File: src/rtl/wxs_pkg.sv
// ----------------------------------------------------------------------------
// wxs_pkg
// Shared types and constants for the exact signed-rank significance core.
// ----------------------------------------------------------------------------
package wxs_pkg;

	localparam int MAX_PAIRS_DEF       = 63;
	localparam int SUM_TABLE_DEPTH_DEF = 2048;

	localparam int N_W      = 6;
	localparam int HALVES_W = 12;
	localparam int WC_W     = 12;
	localparam int MAXSUM_W = 11;
	localparam int COUNT_W  = 64;
	localparam int P_W      = 34;
	localparam int SH_W     = 6;

	// p = count * 2^(P_REF - n)
	localparam int P_REF = 33;

	typedef enum logic [3:0] {
		ST_IDLE,
		ST_CHECK,
		ST_CLEAR,
		ST_PASS,
		ST_RD,
		ST_UPD,
		ST_FIN_RD,
		ST_FIN_ADD,
		ST_SCALE1,
		ST_SCALE2,
		ST_DONE
	} wxs_state_t;

	typedef enum logic {
		ALU_ADD_SHL,
		ALU_SHR
	} alu_op_t;

	typedef struct packed {
		alu_op_t           op;
		logic [SH_W-1:0]   sh;
	} alu_req_t;

endpackage

File: src/rtl/wxs_alu.sv
// ----------------------------------------------------------------------------
// wxs_alu
// Shared shift-add unit: y = a + (b << sh), or y = b >> sh.
// ----------------------------------------------------------------------------
module wxs_alu
	import wxs_pkg::*;
(
	input  alu_req_t             req,
	input  logic [COUNT_W-1:0]   a,
	input  logic [COUNT_W-1:0]   b,
	output logic [COUNT_W-1:0]   y
);

	always_comb begin
		case (req.op)
			ALU_ADD_SHL: y = a + (b << req.sh);
			ALU_SHR:     y = b >> req.sh;
			default:     y = '0;
		endcase
	end

endmodule

File: config.mk
export PLATFORM = sky130hd
export DESIGN_NAME = wxs_alu
export DESIGN_NICKNAME = d
export VERILOG_FILES = /design/src/rtl/wxs_pkg.sv /design/src/rtl/wxs_alu.sv
export SDC_FILE = /design/constraint.sdc
export NUM_CORES = 1
export LEC_CHECK = 0
export ABC_AREA = 1
export BUFFER_PORTS_ARGS = -buffer_cell sky130_fd_sc_hd__clkbuf_2
export CAP_MARGIN = 20
export CORE_ASPECT_RATIO = 1.75
export CORE_MARGIN = 4
export CORE_UTILIZATION = 35
export DETAILED_ROUTE_END_ITERATION = 16
export SLEW_MARGIN = 0
export SYNTH_ARGS = -nofsm -noshare
export SYNTH_HDL_FRONTEND = slang
export SYNTH_SLANG_ARGS = --single-unit
File: constraint.sdc
create_clock -name vclk -period 2.3
set_input_delay 0 -clock vclk [all_inputs]
set_output_delay 0 -clock vclk [all_outputs]
set_load 0.005 [all_outputs]
==> flow_summary.json, run 1 <==
{
  "synthAdderAreaFrac": 0.0655,
  "synthSimpleGateAreaFrac": 0.525,
  "portBuffers": 199,
  "num_rows": 90,
  "synth_nets": 2843,
  "die_x_um": 150,
  "start_util": 0.356,
  "synth.avg_cell_area_um2": 4.67,
  "worst-ep-kind": "primary output",
  "synthMuxAreaShare": 0.0284,
  "pre_cts_slack_ps": -1880,
  "synth_compound_area_frac": 0.245,
  "worstEndpointGrtRepair": "y[55]",
  "yosysSeqAreaShare": 0,
  "synth_top_family_by_area": "simple AND/OR/NAND/NOR gates",
  "ios": 199,
  "die_h_um": 256,
  "error_message": "[ERROR GRT-0232] Routing congestion too high. Check the congestion heatmap in the GUI.",
  "synth_xor_xnor_area_share": 0.0135,
  "ys_types": 42,
  "cts-hold-fix-buffers": 0,
  "overflow": 11,
  "grt_max_degree": 72,
  "synthCells": 2644,
  "failing_step": "global routing (5_1_grt)",
  "finalWeightedCongestion": 1.22,
  "place_hpwl_mm": 75.0,
  "syn_area_um2": 12300,
  "yosysWarnings": 0,
  "grt.total_usage": 0.545,
  "status": "stopped before the end"
}
[cells by family after synthesis]
family	Yosys count
AND/OR/NAND/NOR	1592
AO/OA/AOI/OAI	570
multiplexers	35
XOR/XNOR	19
buffers and inverters	364
adder cells (fa/ha/maj)	64
[cell usage after synthesis, drive strengths merged]
cell | n | area, um2
nand2 | 983 | 3690
o21ai | 349 | 1750
nand3 | 294 | 1470
nor2 | 256 | 961
inv | 220 | 826
a21oi | 143 | 719
buf | 85 | 464
ha | 63 | 788
clkbuf | 57 | 214
mux2i | 35 | 350
a31oi | 23 | 144
xor2 | 19 | 166
o211ai | 18 | 135
or2 | 17 | 106
nor3 | 15 | 75.1
o21bai | 12 | 90.1
and2 | 11 | 68.8
o21a | 11 | 82.6
nand4 | 8 | 50.1
nand3b | 7 | 52.6
a21o | 5 | 37.5
a21boi | 4 | 30.0
clkinv | 2 | 7.51
a22oi | 1 | 7.51
fa | 1 | 20.0
nor4 | 1 | 6.26
o2111ai | 1 | 8.76
o22ai | 1 | 6.26
o2bb2ai | 1 | 8.76
o311ai | 1 | 8.76
[per-layer routing]
metal | track usage | overflow
met2 | 0.810 | 9
met1 | 0.495 | 0
met5 | 0.0132 | 0
met4 | 0.608 | 2
met3 | 0.283 | 0
[what timing repair did]
action / in CTS
pin swaps: 162
gates resized for setup: 683
setup buffers: 48
endpoints found under the setup margin: 64
gates cloned: 6
[metrics by stage]
stage	instances	instance area, um2	utilization
floorplan	2644	12800	-
global placement	3777	18300	0.529
detailed placement	3777	18300	0.529
CTS	3830	21500	0.620
==> inputs of run 2 (changes only) <==
- CORE_ASPECT_RATIO: 1.75 -> not set
- CORE_UTILIZATION: 35 -> 20
- PLACE_DENSITY_LB_ADDON: not set -> 0.15
- clock period: 2.3 -> 3 ns (I/O delays scaled with it)
==> run 2 against run 1 <==
  * The flow now finishes, with violations (negative setup slack)
  * Synthesized cell count is the same
  * Area after synthesis is the same
==> flow_summary.json, run 2 <==
{
  "status": "finished, violations left",
  "violations": "negative setup slack",
  "synth_compound_area_frac": 0.245,
  "cts-hold-fix-buffers": 0,
  "syn_area_um2": 12300,
  "max_slew_margin": 0.359,
  "portBuffers": 199,
  "synthSimpleGateAreaFrac": 0.525,
  "num-clock-buffers": 0,
  "vdd_drop_max_uv": 74.7,
  "p_leak_uw": 0.0118,
  "worstPathMaxFanout": 8,
  "drc": 0,
  "overflow": 0,
  "ys_types": 42,
  "synth_common_cells": "nand2_1, nand3_1, o21ai_0",
  "vias_per_cell": 4.99,
  "grt_pass1_vias": 20000,
  "timing.fmax_mhz": 289,
  "place_area_um2": 18700,
  "synth_xor_xnor_area_share": 0.0135,
  "period_minus_slack_ps": 3460,
  "setup_slack_ps": -457,
  "cp_slowest_stage_delay_ps": 300,
  "crit_path_frequent_cell": "nand2_1",
  "min_path_cells": 6,
  "drv_slew": 0,
  "antenna_found_initial": 0,
  "num_rows": 90,
  "grt.total_usage": 0.253,
  "synth_nets": 2843,
  "cp.required_ps": 3000,
  "synthMuxAreaShare": 0.0284,
  "ys_top_cells_by_area": "nand2_1, nand3_1, o21ai_0, nor2_1, inv_1",
  "crit_arrival_ps": 3460,
  "grt_pass1_wl_mm": 128,
  "die_h_um": 256,
  "final_util": 0.408,
  "synth_top_cell_by_area": "nand2_1",
  "synthAdderAreaFrac": 0.0655,
  "seqCellArea_um2": 0,
  "synthToLayoutAreaGrowth_pct": 101,
  "max_cap_viol_count": 0,
  "finalWeightedCongestion": 0.994,
  "totalWireLength_mm": 89.4,
  "layout_common_cells": "nand2_1, buf_4, nand3_1, clkbuf_2, nand2_2",
  "grt_max_degree": 54,
  "synth_top_family_by_area": "simple AND/OR/NAND/NOR gates",
  "coreArea_um2": 60700,
  "place_hpwl_mm": 75.1,
  "netlist.area_leader.share": 0.299,
  "ios": 199,
  "start_util": 0.203,
  "fillers": 6571,
  "setup_viol": 57,
  "dr.first_iter.drc_count": 2005,
  "synthCells": 2644,
  "stdcell_area_um2": 24800,
  "yosysWarnings": 0,
  "period_share": 1.15,
  "die_area_um2": 65800,
  "multi_input_area_um2": 15600,
  "powerDensity_nw_per_um2": 250,
  "final_common_cell": "nand2_1",
  "hold_violations": 0,
  "drive_gt1_frac": 0.524,
  "numPlacedInstances": 4130,
  "synth.avg_cell_area_um2": 4.67,
  "slowest_stage": "or2_4",
  "worst_pin_slew_ps": 961,
  "post_drt_wl_per_cell_um": 21.2,
  "critPathLaunchType": "primary input",
  "flops_and_latches": 0,
  "cp-end-kind": "output port",
  "ant_nets": 0,
  "yosysMostFrequentCell": "nand2_1",
  "rsz0062_at_grt": "yes",
  "fin_cells": 4221,
  "via_count": 21100,
  "firstDrtPassIters": 7,
  "pre_cts_slack_ps": -1500,
  "hp-class": "in -> out",
  "final_net_count": 3639,
  "path_class": "in -> out",
  "yosysSeqAreaShare": 0,
  "die_x_um": 256
}
## run 2: cell counts after synthesis
No cell type changed its count.
## run 2: what timing repair did
action / CTS / global route
setup endpoints to repair: 60 / 59
pin swaps: 153 / 216
buffers inserted: 58 / 38
gates cloned: 7 / 2
resized for setup: 813 / 596
## run 2: layer usage
layer	GRT usage	part of all wire	vias to the layer above
met2	0.425	0.46	716
met4	0.0646	0.034	0
li1	-	-	10300
met3	0.0349	0.063	141
met5	0	0	-
met1	0.343	0.44	9888
## run 2: logic make-up after synthesis
group           Yosys count
simple gates           1592
compound gates          570
buf+inv                 364
fa+ha+maj                64
mux                      35
xor+xnor                 19
## run 2: final cells by class
| class | count | area share |
|---|---|---|
| antenna | 1 | 0.000101 |
| inverter | 222 | 0.0354 |
| multi-input combinational | 2280 | 0.629 |
| tap | 782 | 0.0395 |
| timing repair buffer | 935 | 0.296 |
| timing repair inverter | 1 | 0.000252 |
## run 2: metrics by stage
stage          TNS (ps)  total power [uW]  hold slack, ps
6_report         -17520              6190             514
3_5_place_dp     -67460              4510             481
5_1_grt          -26530              6580             566
2_1_floorplan         0              2050             160
3_3_place_gp     -67970              4540             479
4_1_cts          -18190              5460             482
## run 2: where the power goes
part / internal (uW) / switching [uW]
Combinational: 2650 / 3540
Sequential: 0 / 0
Clock: 0.0000100 / 0
## run 2: path summary, 6_finish.rpt
path              slack, ps  startpoint  endpoint
setup / recovery       -460      req[0]     y[39]
hold / removal          510       a[57]     y[57]
## run 2: critical path, delay by kind of cell
family | cells | cell delay [ps]
AOI/OAI and AO/OA | 8 | 1230
adders and majority gates | 1 | 240
buffers and inverters | 6 | 830
and+or+nand+nor | 10 | 1170
(Power assumes the default switching activity.)
==> inputs of run 3 (changes only) <==
- SETUP_SLACK_MARGIN: not set -> 0.15
==> run 3 against run 2 <==
  * The flow still finishes with violations (negative setup slack)
  * Maximum frequency shrank 2.0%
  * Die area is the same
  * Utilization grew 2.7 points
  * Sequential share of layout area is the same
  * Via count grew 2.6%
  * Routed wire length grew 2.3%
  * Critical path depth grew 5
  * Cell count grew 1.6%
  * Design area grew 6.5%
  * Critical path type unchanged
==> flow_summary.json, run 3 (synthesis gave the netlist of run 2 again) <==
{
  "busiest_layer": "met2",
  "overflow": 0,
  "rsz0062_at_grt": "yes",
  "vias_per_cell": 5.04,
  "violations": "negative setup slack",
  "place_area_um2": 18700,
  "final_net_count": 3708,
  "crit_arrival_ps": 3530,
  "max_slew_margin": 0.379,
  "flops_and_latches": 0,
  "critPathLaunchType": "primary input",
  "worstPathMaxFanout": 7,
  "numPlacedInstances": 4130,
  "drc": 0,
  "antenna_cells": 0,
  "coreArea_um2": 60700,
  "drv_slew": 0,
  "multi_input_area_um2": 16300,
  "p_leak_uw": 0.0125,
  "grt_max_degree": 54,
  "fillers": 6395,
  "synthToLayoutAreaGrowth_pct": 114,
  "setup_viol": 55,
  "grt_pass1_wl_mm": 133,
  "die_h_um": 256,
  "die_area_um2": 65800,
  "hp-class": "in -> out",
  "final_common_cell": "nand2_1",
  "via_count": 21600,
  "use_met2": 0.451,
  "antenna_found_initial": 1,
  "slowest_stage": "ha_4",
  "cp_slowest_stage_delay_ps": 220,
  "grt_pass1_vias": 20600,
  "hold_violations": 0,
  "crit_start": "req[0]",
  "layout_common_cells": "nand2_1, buf_4, nand3_1, clkbuf_2, nand2_2",
  "use_met1": 0.361,
  "ant_nets": 0,
  "portBuffers": 199,
  "place_hpwl_mm": 75.1,
  "worst_pin_slew_ps": 926,
  "period_share": 1.18,
  "totalWireLength_mm": 91.4,
  "seqCellArea_um2": 0,
  "num_rows": 90,
  "fin_cells": 4289,
  "powerDensity_nw_per_um2": 249,
  "drive_gt1_frac": 0.557,
  "setup_slack_ps": -528,
  "die_x_um": 256,
  "ios": 199,
  "vdd_drop_max_uv": 77.2,
  "stdcell_area_um2": 26400,
  "path_class": "in -> out",
  "period_minus_slack_ps": 3530,
  "grt.total_usage": 0.261,
  "cp.required_ps": 3000,
  "post_drt_wl_per_cell_um": 21.3,
  "timing.fmax_mhz": 283,
  "cp-end-kind": "output port",
  "start_util": 0.203,
  "worstHoldStart": "a[0]",
  "num-clock-buffers": 0,
  "firstDrtPassIters": 7,
  "status": "finished, violations left",
  "finalWeightedCongestion": 0.994,
  "dr.first_iter.drc_count": 1894,
  "max_cap_viol_count": 0,
  "gr-usage-met3": 0.0183
}
run 3: changes by cell type in the layout (fill, tap and decap cells not counted), sizes merged:
cell	before	now
buf	756	829
bufbuf	2	1
clkbuf	177	174
diode	1	0
run 3: final timing paths:
kind | cells after the start | slack (ps) | to
worst max-delay path | 30 | -530 | y[39]
worst min-delay path | 5 | 520 | y[0]
run 3: layout make-up:
class	count	area share
repair inverters	1	0.000616
inverters	222	0.0336
well taps	782	0.0371
multi-input cells	2280	0.617
repair buffers	1004	0.312
run 3: metal layers:
layer	share of wire	vias up
li1	-	10500
met1	0.44	10300
met2	0.47	711
met3	0.057	121
met4	0.025	2
met5	0.00014	-
run 3: stage by stage:
stage               hold WS, ps  setup TNS [ps]  setup slack (ps)  utilization  power, uW
global placement            479          -67970             -1540        0.309       4540
finish                      516          -19150              -528        0.435       6580
detailed placement          481          -67460             -1500        0.309       4510
CTS                         482          -17260              -509        0.407       6000
global route                562          -26840              -633        0.435       6960
floorplan                   160               0               320            -       2050
run 3: power by group:
part           internal (uW)  leakage [uW]  switching [uW]
Combinational           2880        0.0125            3700
Sequential                 0             0               0
Clock                      0             0               0
run 3: critical path: cells and delay by family:
family / cells / cell delay, ps
buffers and inverters: 10 / 1280
AND/OR/NAND/NOR: 12 / 1020
AO/OA/AOI/OAI: 7 / 970
adder cells (fa/ha/maj): 1 / 220
run 3: timing repair:
| action | CTS | global route |
|---|---|---|
| buffers inserted | 115 | 32 |
| pin swaps | 273 | 254 |
| setup endpoints to repair | 61 | 59 |
| cloned | 13 | 0 |
| gates resized for setup | 1241 | 412 |
| hold endpoints to repair | 0 | 0 |
| hold buffers | 0 | 0 |
